### src/rtl/assert_macros.svh
// Clocked assertion helpers; all are disabled while rst_n is low.
`ifndef ASSERT_MACROS_SVH
`define ASSERT_MACROS_SVH

`define ASSERT_CLK(lbl, prop, msg) \
  lbl: assert property (@(posedge clk) disable iff (!rst_n) prop) else $error(msg);

`define ASSERT_IMPL(lbl, ante, cons, msg) \
  lbl: assert property (@(posedge clk) disable iff (!rst_n) (ante) |-> (cons)) else $error(msg);

`define ASSERT_NEXT(lbl, ante, cons, msg) \
  lbl: assert property (@(posedge clk) disable iff (!rst_n) (ante) |=> (cons)) else $error(msg);

`endif

### src/rtl/ccta_pkg.sv
package ccta_pkg;

  localparam int unsigned DAYS_IN_MONTH  = 30;
  localparam int unsigned MONTHS_IN_YEAR = 12;
  localparam int unsigned SEC_PER_MIN    = 60;
  localparam int unsigned MIN_PER_HOUR   = 60;
  localparam int unsigned HOUR_PER_DAY   = 24;
  localparam int unsigned WEEK_LEN       = 7;

  localparam int unsigned VAL_W   = 16;
  localparam int unsigned SEC_W   = 6;
  localparam int unsigned MIN_W   = 6;
  localparam int unsigned HOUR_W  = 5;
  localparam int unsigned DAY_W   = 5;
  localparam int unsigned MON_W   = 4;
  localparam int unsigned YEAR_W  = 16;
  localparam int unsigned WDAY_W  = 3;
  localparam int unsigned SPT_W   = 6;
  localparam int unsigned CMD_W   = 2;
  localparam int unsigned CFG_IDX_W = 1;

  // constant divide: 17-bit dividend, divisors up to 60,
  // q = (x * ceil(2^24 / d)) >> 24 is exact for x < 2^17 and d < 128
  localparam int unsigned DIVD_W    = 17;
  localparam int unsigned REM_W     = 6;
  localparam int unsigned RCP_SHIFT = 24;
  localparam int unsigned RCP_W     = 22;
  localparam int unsigned PROD_W    = DIVD_W + RCP_W;
  localparam int unsigned QUO_W     = PROD_W - RCP_SHIFT;
  localparam int unsigned CARRY_W   = 13;
  localparam int unsigned HC_W      = 12;
  localparam int unsigned YSUM_W    = 18;

  localparam logic [RCP_W-1:0] RCP_SEC  =
    RCP_W'(((64'd1 << RCP_SHIFT) + SEC_PER_MIN - 1) / SEC_PER_MIN);
  localparam logic [RCP_W-1:0] RCP_MIN  =
    RCP_W'(((64'd1 << RCP_SHIFT) + MIN_PER_HOUR - 1) / MIN_PER_HOUR);
  localparam logic [RCP_W-1:0] RCP_HOUR =
    RCP_W'(((64'd1 << RCP_SHIFT) + HOUR_PER_DAY - 1) / HOUR_PER_DAY);
  localparam logic [RCP_W-1:0] RCP_DAY  =
    RCP_W'(((64'd1 << RCP_SHIFT) + DAYS_IN_MONTH - 1) / DAYS_IN_MONTH);
  localparam logic [RCP_W-1:0] RCP_MON  =
    RCP_W'(((64'd1 << RCP_SHIFT) + MONTHS_IN_YEAR - 1) / MONTHS_IN_YEAR);
  localparam logic [RCP_W-1:0] RCP_WDAY =
    RCP_W'(((64'd1 << RCP_SHIFT) + WEEK_LEN - 1) / WEEK_LEN);

  localparam int unsigned IN_DATA_W  = 6 * VAL_W;
  localparam int unsigned OUT_DATA_W = 48;

  localparam logic [CFG_IDX_W-1:0] CFG_SECONDS_PER_TICK = 1'b0;
  localparam logic [CFG_IDX_W-1:0] CFG_TIME_PAUSED      = 1'b1;

  typedef enum logic [CMD_W-1:0] {
    CMD_TICK      = 2'd0,
    CMD_ADD       = 2'd1,
    CMD_SET       = 2'd2,
    CMD_RESET_DAY = 2'd3
  } cmd_t;

  typedef enum logic [2:0] {
    ST_IDLE,
    ST_LOAD,
    ST_MUL,
    ST_REM,
    ST_DONE
  } state_t;

  typedef enum logic [2:0] {
    PH_SEC,
    PH_MIN,
    PH_HOUR,
    PH_DAY,
    PH_MON,
    PH_WDAY
  } phase_t;

  function automatic logic [REM_W-1:0] phase_divisor(input phase_t ph);
    logic [REM_W-1:0] d;
    case (ph)
      PH_SEC:  d = REM_W'(SEC_PER_MIN);
      PH_MIN:  d = REM_W'(MIN_PER_HOUR);
      PH_HOUR: d = REM_W'(HOUR_PER_DAY);
      PH_DAY:  d = REM_W'(DAYS_IN_MONTH);
      PH_MON:  d = REM_W'(MONTHS_IN_YEAR);
      default: d = REM_W'(WEEK_LEN);
    endcase
    return d;
  endfunction

  function automatic logic [RCP_W-1:0] phase_recip(input phase_t ph);
    logic [RCP_W-1:0] r;
    case (ph)
      PH_SEC:  r = RCP_SEC;
      PH_MIN:  r = RCP_MIN;
      PH_HOUR: r = RCP_HOUR;
      PH_DAY:  r = RCP_DAY;
      PH_MON:  r = RCP_MON;
      default: r = RCP_WDAY;
    endcase
    return r;
  endfunction

endpackage

### src/rtl/calendar_clock_with_time_advance.sv
// Channel  Dir  Handshake               Payload
// in_      in   in_tvalid/in_tready     tuser command, tdata six 16-bit values
// out_     out  out_tvalid/out_tready   tdata clock fields, tuser rejected
// cfg_     in   cfg_valid/cfg_ready     cfg_index, cfg_data
//
// Tick (unless paused) and add run six field steps on one shared divide unit
// by reciprocal multiply; each step passes through load, multiply and remainder.
// A valid set runs the weekday step only; reset-day, paused tick and rejected
// set go straight to the done state. Synchronous active-low reset; no
// clearing pass. One request at a time; a stalled result holds in the output
// register, the next request is taken meanwhile. cfg_ready is always high.
`include "assert_macros.svh"

module calendar_clock_with_time_advance (
  input  logic                                clk,
  input  logic                                rst_n,
  input  logic                                in_tvalid,
  output logic                                in_tready,
  // year_value, month_value, day_value, hour_value, minute_value,
  // second_value (16 bits each)
  input  logic [ccta_pkg::IN_DATA_W-1:0]      in_tdata,
  // command
  input  logic [ccta_pkg::CMD_W-1:0]          in_tuser,
  output logic                                out_tvalid,
  input  logic                                out_tready,
  // cur_second, cur_minute, cur_hour, cur_day, cur_month, cur_year,
  // cur_weekday, 3 zero bits
  output logic [ccta_pkg::OUT_DATA_W-1:0]     out_tdata,
  // rejected
  output logic                                out_tuser,
  input  logic                                cfg_valid,
  output logic                                cfg_ready,
  input  logic [ccta_pkg::CFG_IDX_W-1:0]      cfg_index,
  input  logic [ccta_pkg::SPT_W-1:0]          cfg_data
);

  localparam int unsigned VW = ccta_pkg::VAL_W;
  localparam int unsigned DW = ccta_pkg::DIVD_W;
  localparam int unsigned RW = ccta_pkg::REM_W;

  ccta_pkg::state_t state_r, state_nxt;
  ccta_pkg::phase_t phase_r, phase_nxt;

  logic [ccta_pkg::SPT_W-1:0]  spt_r, spt_nxt;
  logic                        paused_r, paused_nxt;

  logic [ccta_pkg::SEC_W-1:0]  sec_r, sec_nxt;
  logic [ccta_pkg::MIN_W-1:0]  min_r, min_nxt;
  logic [ccta_pkg::HOUR_W-1:0] hour_r, hour_nxt;
  logic [ccta_pkg::DAY_W-1:0]  day_r, day_nxt;
  logic [ccta_pkg::MON_W-1:0]  mon_r, mon_nxt;
  logic [ccta_pkg::YEAR_W-1:0] year_r, year_nxt;
  logic [ccta_pkg::WDAY_W-1:0] wday_r, wday_nxt;

  logic [VW-1:0] amt_y_r, amt_y_nxt;
  logic [VW-1:0] amt_mo_r, amt_mo_nxt;
  logic [VW-1:0] amt_d_r, amt_d_nxt;
  logic [VW-1:0] amt_h_r, amt_h_nxt;
  logic [VW-1:0] amt_mi_r, amt_mi_nxt;
  logic [VW-1:0] amt_s_r, amt_s_nxt;
  logic          adv_r, adv_nxt;
  logic          rej_r, rej_nxt;

  logic [ccta_pkg::CARRY_W-1:0] carry_r, carry_nxt;
  logic [ccta_pkg::HC_W-1:0]    hc_r, hc_nxt;

  logic [DW-1:0]                div_r, div_nxt;
  logic [ccta_pkg::QUO_W-1:0]   quo_r, quo_nxt;

  logic                         out_tvalid_r, out_tvalid_nxt;
  logic [ccta_pkg::SEC_W-1:0]   o_sec_r, o_sec_nxt;
  logic [ccta_pkg::MIN_W-1:0]   o_min_r, o_min_nxt;
  logic [ccta_pkg::HOUR_W-1:0]  o_hour_r, o_hour_nxt;
  logic [ccta_pkg::DAY_W-1:0]   o_day_r, o_day_nxt;
  logic [ccta_pkg::MON_W-1:0]   o_mon_r, o_mon_nxt;
  logic [ccta_pkg::YEAR_W-1:0]  o_year_r, o_year_nxt;
  logic [ccta_pkg::WDAY_W-1:0]  o_wday_r, o_wday_nxt;
  logic                         o_rej_r, o_rej_nxt;

  logic [VW-1:0] yv, mv, dv, hv, nv, sv;
  ccta_pkg::cmd_t cmd;
  logic           in_acc;
  logic           set_ok;

  logic [RW-1:0]                dvsr;
  logic [ccta_pkg::RCP_W-1:0]   rcp;
  logic [ccta_pkg::PROD_W-1:0]  prod;
  logic [DW-1:0]                back;
  logic [DW-1:0]                rem_full;
  logic [RW-1:0]                rem;
  logic [DW-1:0]                dividend;
  logic [ccta_pkg::YSUM_W-1:0]  ysum;

  assign yv  = in_tdata[1*VW-1:0*VW];
  assign mv  = in_tdata[2*VW-1:1*VW];
  assign dv  = in_tdata[3*VW-1:2*VW];
  assign hv  = in_tdata[4*VW-1:3*VW];
  assign nv  = in_tdata[5*VW-1:4*VW];
  assign sv  = in_tdata[6*VW-1:5*VW];
  assign cmd = ccta_pkg::cmd_t'(in_tuser);

  assign in_tready = (state_r == ccta_pkg::ST_IDLE);
  assign in_acc    = in_tvalid && in_tready;
  assign cfg_ready = 1'b1;

  assign set_ok = (mv >= VW'(1)) && (mv <= VW'(ccta_pkg::MONTHS_IN_YEAR)) &&
                  (dv >= VW'(1)) && (dv <= VW'(ccta_pkg::DAYS_IN_MONTH)) &&
                  (hv < VW'(ccta_pkg::HOUR_PER_DAY)) &&
                  (nv < VW'(ccta_pkg::MIN_PER_HOUR)) &&
                  (sv < VW'(ccta_pkg::SEC_PER_MIN));

  // shared divide: quotient by reciprocal multiply, remainder by multiply-back
  assign dvsr     = ccta_pkg::phase_divisor(phase_r);
  assign rcp      = ccta_pkg::phase_recip(phase_r);
  assign prod     = ccta_pkg::PROD_W'(div_r) * ccta_pkg::PROD_W'(rcp);
  assign back     = DW'(quo_r) * DW'(dvsr);
  assign rem_full = div_r - back;
  assign rem      = rem_full[RW-1:0];

  always_comb begin
    case (phase_r)
      ccta_pkg::PH_SEC:  dividend = DW'(sec_r) + DW'(amt_s_r) + DW'(carry_r);
      ccta_pkg::PH_MIN:  dividend = DW'(min_r) + DW'(amt_mi_r) + DW'(carry_r);
      ccta_pkg::PH_HOUR: dividend = DW'(hour_r) + DW'(amt_h_r) + DW'(carry_r);
      ccta_pkg::PH_DAY:  dividend = DW'(day_r) + DW'(amt_d_r) + DW'(carry_r) - DW'(1);
      ccta_pkg::PH_MON:  dividend = DW'(mon_r) + DW'(amt_mo_r) + DW'(carry_r) - DW'(1);
      default:           dividend = DW'(wday_r) + DW'(amt_d_r) + DW'(hc_r);
    endcase
  end

  assign ysum = ccta_pkg::YSUM_W'(year_r) + ccta_pkg::YSUM_W'(amt_y_r) +
                ccta_pkg::YSUM_W'(carry_r);

  always_comb begin
    state_nxt      = state_r;
    phase_nxt      = phase_r;
    spt_nxt        = spt_r;
    paused_nxt     = paused_r;
    sec_nxt        = sec_r;
    min_nxt        = min_r;
    hour_nxt       = hour_r;
    day_nxt        = day_r;
    mon_nxt        = mon_r;
    year_nxt       = year_r;
    wday_nxt       = wday_r;
    amt_y_nxt      = amt_y_r;
    amt_mo_nxt     = amt_mo_r;
    amt_d_nxt      = amt_d_r;
    amt_h_nxt      = amt_h_r;
    amt_mi_nxt     = amt_mi_r;
    amt_s_nxt      = amt_s_r;
    adv_nxt        = adv_r;
    rej_nxt        = rej_r;
    carry_nxt      = carry_r;
    hc_nxt         = hc_r;
    div_nxt        = div_r;
    quo_nxt        = quo_r;
    out_tvalid_nxt = out_tvalid_r;
    o_sec_nxt      = o_sec_r;
    o_min_nxt      = o_min_r;
    o_hour_nxt     = o_hour_r;
    o_day_nxt      = o_day_r;
    o_mon_nxt      = o_mon_r;
    o_year_nxt     = o_year_r;
    o_wday_nxt     = o_wday_r;
    o_rej_nxt      = o_rej_r;

    if (out_tvalid_r && out_tready) begin
      out_tvalid_nxt = 1'b0;
    end

    if (cfg_valid) begin
      unique case (cfg_index)
        ccta_pkg::CFG_SECONDS_PER_TICK: spt_nxt = cfg_data;
        ccta_pkg::CFG_TIME_PAUSED:      paused_nxt = cfg_data[0];
        default: ;
      endcase
    end

    unique case (state_r)
      ccta_pkg::ST_IDLE: begin
        if (in_acc) begin
          rej_nxt   = 1'b0;
          carry_nxt = '0;
          hc_nxt    = '0;
          phase_nxt = ccta_pkg::PH_SEC;
          adv_nxt   = 1'b1;
          unique case (cmd)
            ccta_pkg::CMD_TICK: begin
              amt_y_nxt  = '0;
              amt_mo_nxt = '0;
              amt_d_nxt  = '0;
              amt_h_nxt  = '0;
              amt_mi_nxt = '0;
              amt_s_nxt  = VW'(spt_r);
              state_nxt  = paused_r ? ccta_pkg::ST_DONE : ccta_pkg::ST_LOAD;
            end
            ccta_pkg::CMD_ADD: begin
              amt_y_nxt  = yv;
              amt_mo_nxt = mv;
              amt_d_nxt  = dv;
              amt_h_nxt  = hv;
              amt_mi_nxt = nv;
              amt_s_nxt  = sv;
              state_nxt  = ccta_pkg::ST_LOAD;
            end
            ccta_pkg::CMD_SET: begin
              if (set_ok) begin
                year_nxt  = yv;
                mon_nxt   = mv[ccta_pkg::MON_W-1:0];
                day_nxt   = dv[ccta_pkg::DAY_W-1:0];
                hour_nxt  = hv[ccta_pkg::HOUR_W-1:0];
                min_nxt   = nv[ccta_pkg::MIN_W-1:0];
                sec_nxt   = sv[ccta_pkg::SEC_W-1:0];
                // weekday = (day - 1) mod 7 through the divider
                wday_nxt  = '0;
                amt_d_nxt = dv - VW'(1);
                adv_nxt   = 1'b0;
                phase_nxt = ccta_pkg::PH_WDAY;
                state_nxt = ccta_pkg::ST_LOAD;
              end else begin
                rej_nxt   = 1'b1;
                state_nxt = ccta_pkg::ST_DONE;
              end
            end
            ccta_pkg::CMD_RESET_DAY: begin
              day_nxt   = ccta_pkg::DAY_W'(1);
              state_nxt = ccta_pkg::ST_DONE;
            end
            default: state_nxt = ccta_pkg::ST_DONE;
          endcase
        end
      end

      ccta_pkg::ST_LOAD: begin
        div_nxt = dividend;
        if (phase_r == ccta_pkg::PH_WDAY && adv_r) begin
          year_nxt = (ysum > ccta_pkg::YSUM_W'({ccta_pkg::YEAR_W{1'b1}})) ?
                     {ccta_pkg::YEAR_W{1'b1}} : ysum[ccta_pkg::YEAR_W-1:0];
        end
        state_nxt = ccta_pkg::ST_MUL;
      end

      ccta_pkg::ST_MUL: begin
        quo_nxt   = prod[ccta_pkg::PROD_W-1:ccta_pkg::RCP_SHIFT];
        state_nxt = ccta_pkg::ST_REM;
      end

      ccta_pkg::ST_REM: begin
        carry_nxt = quo_r[ccta_pkg::CARRY_W-1:0];
        state_nxt = ccta_pkg::ST_LOAD;
        case (phase_r)
          ccta_pkg::PH_SEC: begin
            sec_nxt   = rem[ccta_pkg::SEC_W-1:0];
            phase_nxt = ccta_pkg::PH_MIN;
          end
          ccta_pkg::PH_MIN: begin
            min_nxt   = rem[ccta_pkg::MIN_W-1:0];
            phase_nxt = ccta_pkg::PH_HOUR;
          end
          ccta_pkg::PH_HOUR: begin
            hour_nxt  = rem[ccta_pkg::HOUR_W-1:0];
            hc_nxt    = quo_r[ccta_pkg::HC_W-1:0];
            phase_nxt = ccta_pkg::PH_DAY;
          end
          ccta_pkg::PH_DAY: begin
            day_nxt   = rem[ccta_pkg::DAY_W-1:0] + ccta_pkg::DAY_W'(1);
            phase_nxt = ccta_pkg::PH_MON;
          end
          ccta_pkg::PH_MON: begin
            mon_nxt   = rem[ccta_pkg::MON_W-1:0] + ccta_pkg::MON_W'(1);
            phase_nxt = ccta_pkg::PH_WDAY;
          end
          default: begin
            wday_nxt  = rem[ccta_pkg::WDAY_W-1:0];
            state_nxt = ccta_pkg::ST_DONE;
          end
        endcase
      end

      ccta_pkg::ST_DONE: begin
        if (!out_tvalid_r || out_tready) begin
          out_tvalid_nxt = 1'b1;
          o_sec_nxt      = sec_r;
          o_min_nxt      = min_r;
          o_hour_nxt     = hour_r;
          o_day_nxt      = day_r;
          o_mon_nxt      = mon_r;
          o_year_nxt     = year_r;
          o_wday_nxt     = wday_r;
          o_rej_nxt      = rej_r;
          state_nxt      = ccta_pkg::ST_IDLE;
        end
      end

      default: state_nxt = ccta_pkg::ST_IDLE;
    endcase
  end

  always_ff @(posedge clk) begin
    if (!rst_n) begin
      state_r      <= ccta_pkg::ST_IDLE;
      phase_r      <= ccta_pkg::PH_SEC;
      spt_r        <= ccta_pkg::SPT_W'(1);
      paused_r     <= 1'b0;
      sec_r        <= '0;
      min_r        <= '0;
      hour_r       <= '0;
      day_r        <= ccta_pkg::DAY_W'(1);
      mon_r        <= ccta_pkg::MON_W'(1);
      year_r       <= '0;
      wday_r       <= '0;
      adv_r        <= 1'b0;
      rej_r        <= 1'b0;
      out_tvalid_r <= 1'b0;
    end else begin
      state_r      <= state_nxt;
      phase_r      <= phase_nxt;
      spt_r        <= spt_nxt;
      paused_r     <= paused_nxt;
      sec_r        <= sec_nxt;
      min_r        <= min_nxt;
      hour_r       <= hour_nxt;
      day_r        <= day_nxt;
      mon_r        <= mon_nxt;
      year_r       <= year_nxt;
      wday_r       <= wday_nxt;
      adv_r        <= adv_nxt;
      rej_r        <= rej_nxt;
      out_tvalid_r <= out_tvalid_nxt;
    end
  end

  always_ff @(posedge clk) begin
    amt_y_r  <= amt_y_nxt;
    amt_mo_r <= amt_mo_nxt;
    amt_d_r  <= amt_d_nxt;
    amt_h_r  <= amt_h_nxt;
    amt_mi_r <= amt_mi_nxt;
    amt_s_r  <= amt_s_nxt;
    carry_r  <= carry_nxt;
    hc_r     <= hc_nxt;
    div_r    <= div_nxt;
    quo_r    <= quo_nxt;
    o_sec_r  <= o_sec_nxt;
    o_min_r  <= o_min_nxt;
    o_hour_r <= o_hour_nxt;
    o_day_r  <= o_day_nxt;
    o_mon_r  <= o_mon_nxt;
    o_year_r <= o_year_nxt;
    o_wday_r <= o_wday_nxt;
    o_rej_r  <= o_rej_nxt;
  end

  assign out_tvalid = out_tvalid_r;
  assign out_tuser  = o_rej_r;
  assign out_tdata  = {3'b000, o_wday_r, o_year_r, o_mon_r, o_day_r,
                       o_hour_r, o_min_r, o_sec_r};

  `ASSERT_CLK(a_fields_in_range,
    (sec_r < ccta_pkg::SEC_W'(ccta_pkg::SEC_PER_MIN)) &&
    (min_r < ccta_pkg::MIN_W'(ccta_pkg::MIN_PER_HOUR)) &&
    (hour_r < ccta_pkg::HOUR_W'(ccta_pkg::HOUR_PER_DAY)) &&
    (day_r != '0) && (day_r <= ccta_pkg::DAY_W'(ccta_pkg::DAYS_IN_MONTH)) &&
    (mon_r != '0) && (mon_r <= ccta_pkg::MON_W'(ccta_pkg::MONTHS_IN_YEAR)) &&
    (wday_r < ccta_pkg::WDAY_W'(ccta_pkg::WEEK_LEN)),
    "clock field out of range")
  `ASSERT_NEXT(a_busy_after_accept, in_acc, !in_tready,
    "ready held high after an accepted request")
  `ASSERT_NEXT(a_paused_tick_holds, in_acc && (cmd == ccta_pkg::CMD_TICK) && paused_r,
    $stable(sec_r) && $stable(min_r) && $stable(hour_r) && $stable(day_r) &&
    $stable(year_r),
    "paused tick changed the clock")
  `ASSERT_NEXT(a_mul_then_rem, state_r == ccta_pkg::ST_MUL,
    state_r == ccta_pkg::ST_REM, "multiply step not followed by remainder step")

endmodule
### config.mk
export PLATFORM = sky130hd
export DESIGN_NAME = calendar_clock_with_time_advance
export DESIGN_NICKNAME = d
export VERILOG_FILES = /design/src/rtl/ccta_pkg.sv /design/src/rtl/calendar_clock_with_time_advance.sv
export VERILOG_INCLUDE_DIRS = /design/src /design/src/rtl
export SDC_FILE = /design/constraint.sdc
export NUM_CORES = 1
export LEC_CHECK = 0
export ABC_AREA = 1
export CAP_MARGIN = 25
export CORE_ASPECT_RATIO = 0.8
export CORE_UTILIZATION = 30
export DETAILED_ROUTE_END_ITERATION = 12
export DONT_BUFFER_PORTS = 1
export GPL_TIMING_DRIVEN = 1
export PLACE_DENSITY = 0.45
export SYNTH_ARGS = -nofsm -noshare
export SYNTH_HDL_FRONTEND = slang
export SYNTH_SLANG_ARGS = --single-unit
### constraint.sdc
create_clock -name clk -period 8.1 [get_ports clk]
set_clock_uncertainty 0.2 [all_clocks]
set_input_delay 0.405 -clock clk [delete_from_list [all_inputs] [get_ports clk]]
set_output_delay 0.405 -clock clk [all_outputs]
set_load 0.005 [all_outputs]
Word level (Yosys, flattened, before mapping)
Cells that the tools add are included.

cells by class
  add/subtract/negate cells = 20
  multipliers = 2
  magnitude comparators = 8
  equality and inequality tests = 27
  multiplexer cells = 69
  bitwise operators = 1
  reductions and logical operators = 37

operator list
  cell                                                  count
  case mux 16 bit (2 select lines)                      6
  2-to-1 mux 16 bit                                     6
  case mux 22 bit (4 select lines)                      1
  adder 17 x 13 -> 17 bit                               5
  case mux 17 bit (5 select lines)                      1
  2-to-1 mux 6 bit                                      8
  case mux 16 bit (3 select lines)                      1
  multiplier 17 x 22 -> 39 bit                          1
  2-to-1 mux 3 bit                                      12
  2-to-1 mux 5 bit                                      7
  AND reduction 5 bit                                   7
  adder 5 x 16 -> 17 bit                                2
  adder 6 x 16 -> 17 bit                                2
  subtractor 17 x 1 -> 17 bit, second input constant    2
  >= comparator 16 x 1 -> 1 bit, second input constant  2
  < comparator 16 x 6 -> 1 bit, second input constant   2
  case mux 3 bit (5 select lines)                       2
  case mux 5 bit (2 select lines)                       3
  case mux 13 bit (2 select lines)                      1
  2-to-1 mux 12 bit                                     2
  case mux 12 bit (2 select lines)                      1
  case mux 6 bit (2 select lines)                       2
  case mux 6 bit (4 select lines)                       1
  adder 17 x 13 -> 18 bit                               1
  other kinds (42)                                      86

word-level totals
  flip-flop bits (word level) = 260
  input port bits = 110
  output and inout bits = 52
  word-level logic and storage cells = 196

Logic depth before layout (Yosys ltp)
  word-level depth = 11
  mapped depth = 32
  gate-level depth less buffers = 31

Least setup slack after synthesis
OpenSTA, ideal clock, no wires.

  kind = flip-flop to flip-flop
  from = register phase_r[1]
  to = register quo_r[11] (netlist bit), data pin
  setup time = 0.252 ns
  arrival = 5.879 ns
  required time = 7.648 ns
  path slack = 1.769 ns
  cell stages (with the launch flop) = 26
  buffers on the path = 1
  clock period less this slack = 6.331 ns
  cells stage by stage = dfxtp_1 inv_2 nor2_8 nand2_2 inv_1 clkbuf_1 nand2_1 fa_1 inv_1 fa_1 inv_1 fa_1 inv_1 fa_1 fa_1 inv_1 fa_1 inv_1 ha_1 a21o_1 a31oi_1 nand2_1 a221oi_1 nand2_1 nand2_1 nand2_1

on the way
  cells in the longest elaborated chain, start to end = 4
  elaborated cells on any way between the ends = 8
  classes of those cells = mul (1); eq/ne (4); mux (1); reduce/logical (2)

RTL lines
  what                                                              RTL line                                 text
  start, declared                                                   calendar_clock_with_time_advance.sv:42   ccta_pkg::phase_t phase_r, phase_nxt;
  start signal, assigned                                            calendar_clock_with_time_advance.sv:303  phase_r <= ccta_pkg::PH_SEC;
  start signal, assigned                                            calendar_clock_with_time_advance.sv:318  phase_r <= phase_nxt;
  == test 3 x 1 -> 1 bit / zero test 3 bit (equally long branches)  ccta_pkg.sv:92                           case (ph)
  OR reduction 2 bit (no source line)                               -
  case mux 22 bit (4 select lines) (*)                              ccta_pkg.sv:92
  multiplier 17 x 22 -> 39 bit (*)                                  calendar_clock_with_time_advance.sv:115  assign prod = ccta_pkg::PROD_W'(div_r) * ccta_pkg::PROD_W'(rcp);
  named net prod, one bit                                           calendar_clock_with_time_advance.sv:87   logic [ccta_pkg::PROD_W-1:0] prod;
  end signal, assigned                                              calendar_clock_with_time_advance.sv:344  quo_r <= quo_nxt;
  end, declared                                                     calendar_clock_with_time_advance.sv:68   logic [ccta_pkg::QUO_W-1:0] quo_r, quo_nxt;

Mark *: on every way through the listed nets, which the timed path passes. The rest lies on a longest branch.
A chain may end at the register's enable or synchronous reset.

Worst setup path in the final report
  from = register phase_r[1]
  to = register quo_r[5] (netlist bit), data pin

The elaborated chain is that of the path after synthesis.

==> metrics.csv <==
metric,value,unit
endpoint class of the critical path,flip-flop,
area enclosed by the die boundary,97960,µm²
Static Leak,16.25,nW
count of warnings emitted by yosys,0,
# setup viols final,0,
detailed route wirelength on metal2,44250,µm
CTS buffer count,31,
routability congestion estimate,0.9683,
top flip-flop cell by instance count after synthesis,sky130_fd_sc_hd__edfxtp_1,
M1 wire length,52240,µm
number of endpoints with negative hold slack in the final report,0,
pin count of the biggest net entering global routing,69,
fraction of final layout cells with drive strength greater than 1,0.04440,
number of instances in the synthesized netlist,3524,
# clock sinks,258,
worst rel slew slack,0.4329,
Syn Area/Cell,8.233,µm²
met3 wire len,7869,µm
H-tree levels,1,
share of flip-flops with an asynchronous set or reset,0,
detail-routed net length per standard cell,21.34,µm
GRT Resource Usage Total,0.2167,
number of DRC markers after the initial detailed-route iteration,2016,
WS Path Type,flip-flop to flip-flop,
total negative slack for setup checks,0,ps
DR vias,23540,
count of final max-slew check failures,0,
overall power of the completed layout,10.15,mW
Antenna Nets Post-Route,0,
clk slew on worst S/H paths,60,ps
number of enable-type register cells in the synthesized netlist,197,
timing-limited maximum frequency,135.9,MHz
transition time of the tightest slew-check pin,849.4,ps
IO Port Bufs,0,
total routed wirelength,105800,µm
Initial Utilization,0.3041,
clock tree from TritonCTS,yes,
count of state elements after synthesis,258,
setup repair after global routing missed its margin,false,
shortest period the worst path allows,7356,ps
highest net fanout along the worst path,16,
"Distinct cells, synth",58,
row cnt,101,
number of maximum-capacitance violations,0,
most frequent cells in the layout,"773 x sky130_fd_sc_hd__inv_1, 661 x sky130_fd_sc_hd__nand2_1, 384 x sky130_fd_sc_hd__nor2_1, 315 x sky130_fd_sc_hd__fa_1, 309 x sky130_fd_sc_hd__ha_1",
total congestion overflow after global routing,0,
Netlist Area Pre-Place,29010,µm²
highest metal layer used by the detailed router,met4,
via count of the first global-routing pass,23450,
sequential element share of the synthesized area,0.2460,
die span in y,280.2,µm
IR Drop Worst-Case VDD,0.3524,mV
layout-stage area growth over the synthesis result,13.38,%
post-route worst setup slack,743.6,ps
via density per instance,4.746,
Reg2Reg Depth,26,
Crit path required time,8230,ps
"commonest non-fill, non-tap cell in the layout",sky130_fd_sc_hd__inv_1,
Min-Delay Path Depth,3,
instance area after placement,30580,µm²
arrival time at the worst endpoint,7490,ps
Clock Path Buffers,3,
Final period util,0.9082,
"Design Area, Final",32890,µm²
instance count after placement with tap cells included,4781,
result of the run,finished clean,
floorplan die width,349.7,µm
power density over cell area,308.4,nW/µm²
category of the worst setup path launch point,flip-flop,
DPL Wire Length,88560,µm
PostCTS Resize Cnt,0,
antenna violations before repair,2,
Placement Setup Slack,818.0,ps
area of the core region,95410,µm²
length of the first detailed-routing pass in iterations,5,
clock latency reported for the late side of the worst-skew pair,600,ps
worst hold path type,input port to flip-flop,
wire length of the first global-routing pass,155300,µm
number of remaining DRC errors,0,
Final Instance Count excl. Fillers,4959,
Clock Tree Root,sky130_fd_sc_hd__clkbuf_16,
IO Count,162,
net count of the finished layout,4382,
cells by family (layout without fill, tap and decap cells):
family | Yosys count | after routing | synth area share
compound gates | 444 | 444 | 0.08660
xor+xnor | 57 | 57 | 0.01721
other cells | 2 | 5 | 0.0002589
flops | 258 | 258 | 0.2460
simple gates | 1294 | 1294 | 0.1873
fa+ha+maj | 625 | 625 | 0.3510
buf+inv | 844 | 989 | 0.1117
worst paths after layout:
check | from | end | slack (ps)
worst max-delay path | phase_r[1] | quo_r[5] | 740
worst min-delay path | in_tdata[44] | amt_d_r[14] | 20
worst max register to register | phase_r[1] | quo_r[5] | 740
worst min register to register | day_r[2] | o_day_r[2] | 240
metrics by stage:
| stage | hold WS (ps) | utilization |
|---|---|---|
| 2_1_floorplan | 203.0 | - |
| 3_3_place_gp | 216.7 | 0.3205 |
| 3_5_place_dp | 222.6 | 0.3205 |
| 4_1_cts | 6.287 | 0.3447 |
| 5_1_grt | 38.65 | 0.3448 |
| 6_report | 18.84 | 0.3448 |
state kept, by name, summed over array words and instances (netlist names), 4 cells and up:
signal and flops:
amt_d_r 16, amt_h_r 16, amt_mi_r 16, amt_mo_r 16, amt_s_r 16, amt_y_r 16, carry_r 13, day_r 5
div_r 17, hc_r 12, hour_r 5, min_r 6, mon_r 4, o_day_r 5, o_hour_r 5, o_min_r 6
o_mon_r 4, o_sec_r 6, o_year_r 16, quo_r 13, sec_r 6, spt_r 6, year_r 16
worst max-delay path, cell delays in order, from the launching register on:
cell,delay [ps]
sky130_fd_sc_hd__dfxtp_1,360
sky130_fd_sc_hd__nor2_4,410
sky130_fd_sc_hd__inv_2,310
sky130_fd_sc_hd__nand2_2,130
sky130_fd_sc_hd__nand2_1,70
sky130_fd_sc_hd__inv_1,300
sky130_fd_sc_hd__buf_4,250
sky130_fd_sc_hd__nand2_1,110
sky130_fd_sc_hd__inv_1,160
sky130_fd_sc_hd__fa_1,440
sky130_fd_sc_hd__inv_1,90
sky130_fd_sc_hd__fa_1,430
sky130_fd_sc_hd__fa_1,520
sky130_fd_sc_hd__inv_1,50
sky130_fd_sc_hd__fa_1,470
sky130_fd_sc_hd__fa_1,540
sky130_fd_sc_hd__inv_1,50
sky130_fd_sc_hd__fa_1,610
sky130_fd_sc_hd__inv_1,60
sky130_fd_sc_hd__ha_1,320
sky130_fd_sc_hd__a21oi_1,240
sky130_fd_sc_hd__o21ai_0,190
sky130_fd_sc_hd__nand2_1,130
sky130_fd_sc_hd__a211oi_1,80
sky130_fd_sc_hd__nor3_1,240
sky130_fd_sc_hd__o21ai_0,170
sky130_fd_sc_hd__xor2_1,170
timing repair:
| action | 4_1_cts | 5_1_grt |
|---|---|---|
| hold buffers | 120 | 0 |
| endpoints found under the hold margin | 155 | 0 |
| buffers inserted | 0 | 0 |
area by class of cell:
type                       instances  area, µm²
clock inverter                    13      148.9
sequential                       258       7137
antenna                            1      2.502
inverter                         784       2945
tap                             1287       1610
timing repair buffer             148       1421
clock buffer                      44      949.7
multi-input combinational       2424      18680
fill                           10140      62520
layer usage:
layer,vias up,global-route usage
met5,-,0
met4,0,0.03036
met3,76,0.05038
met2,705,0.3200
met1,11420,0.3242
li1,11330,-
cells in the mapped netlist, drive strengths merged, types with 2 or more instances:
cell type,n,area [µm²]
a311oi,3,26.28
ha,310,3879
clkbuf,37,158.9
a31oi,5,31.28
a21oi,191,993.5
edfxtp,197,5916
a21boi,2,15.01
o21a,9,67.56
o21bai,16,120.1
inv,781,2934
buf,23,135.1
o22ai,7,43.79
a211oi,6,45.04
or2,23,143.9
a221oi,9,78.83
a21o,11,82.58
dfxtp,61,1221
fa,315,6306
nand2,669,2536
nand3,141,773.3
xor2,31,271.5
nor4,2,12.51
a22o,3,26.28
nand3b,7,52.55
nand4,26,175.2
clkinv,3,11.26
o21ai,157,785.8
conb,2,7.510
nor2,398,1573
o221ai,2,17.52
o31ai,5,37.54
xnor2,26,227.7
o211ai,13,97.59
nor3,26,152.7
where the power goes:
part / internal (mW) / switching, mW
sequential: 1.67 / 0.173
clock: 0.908 / 0.609
combinational: 2.40 / 4.39
(Power assumes the default switching activity.)
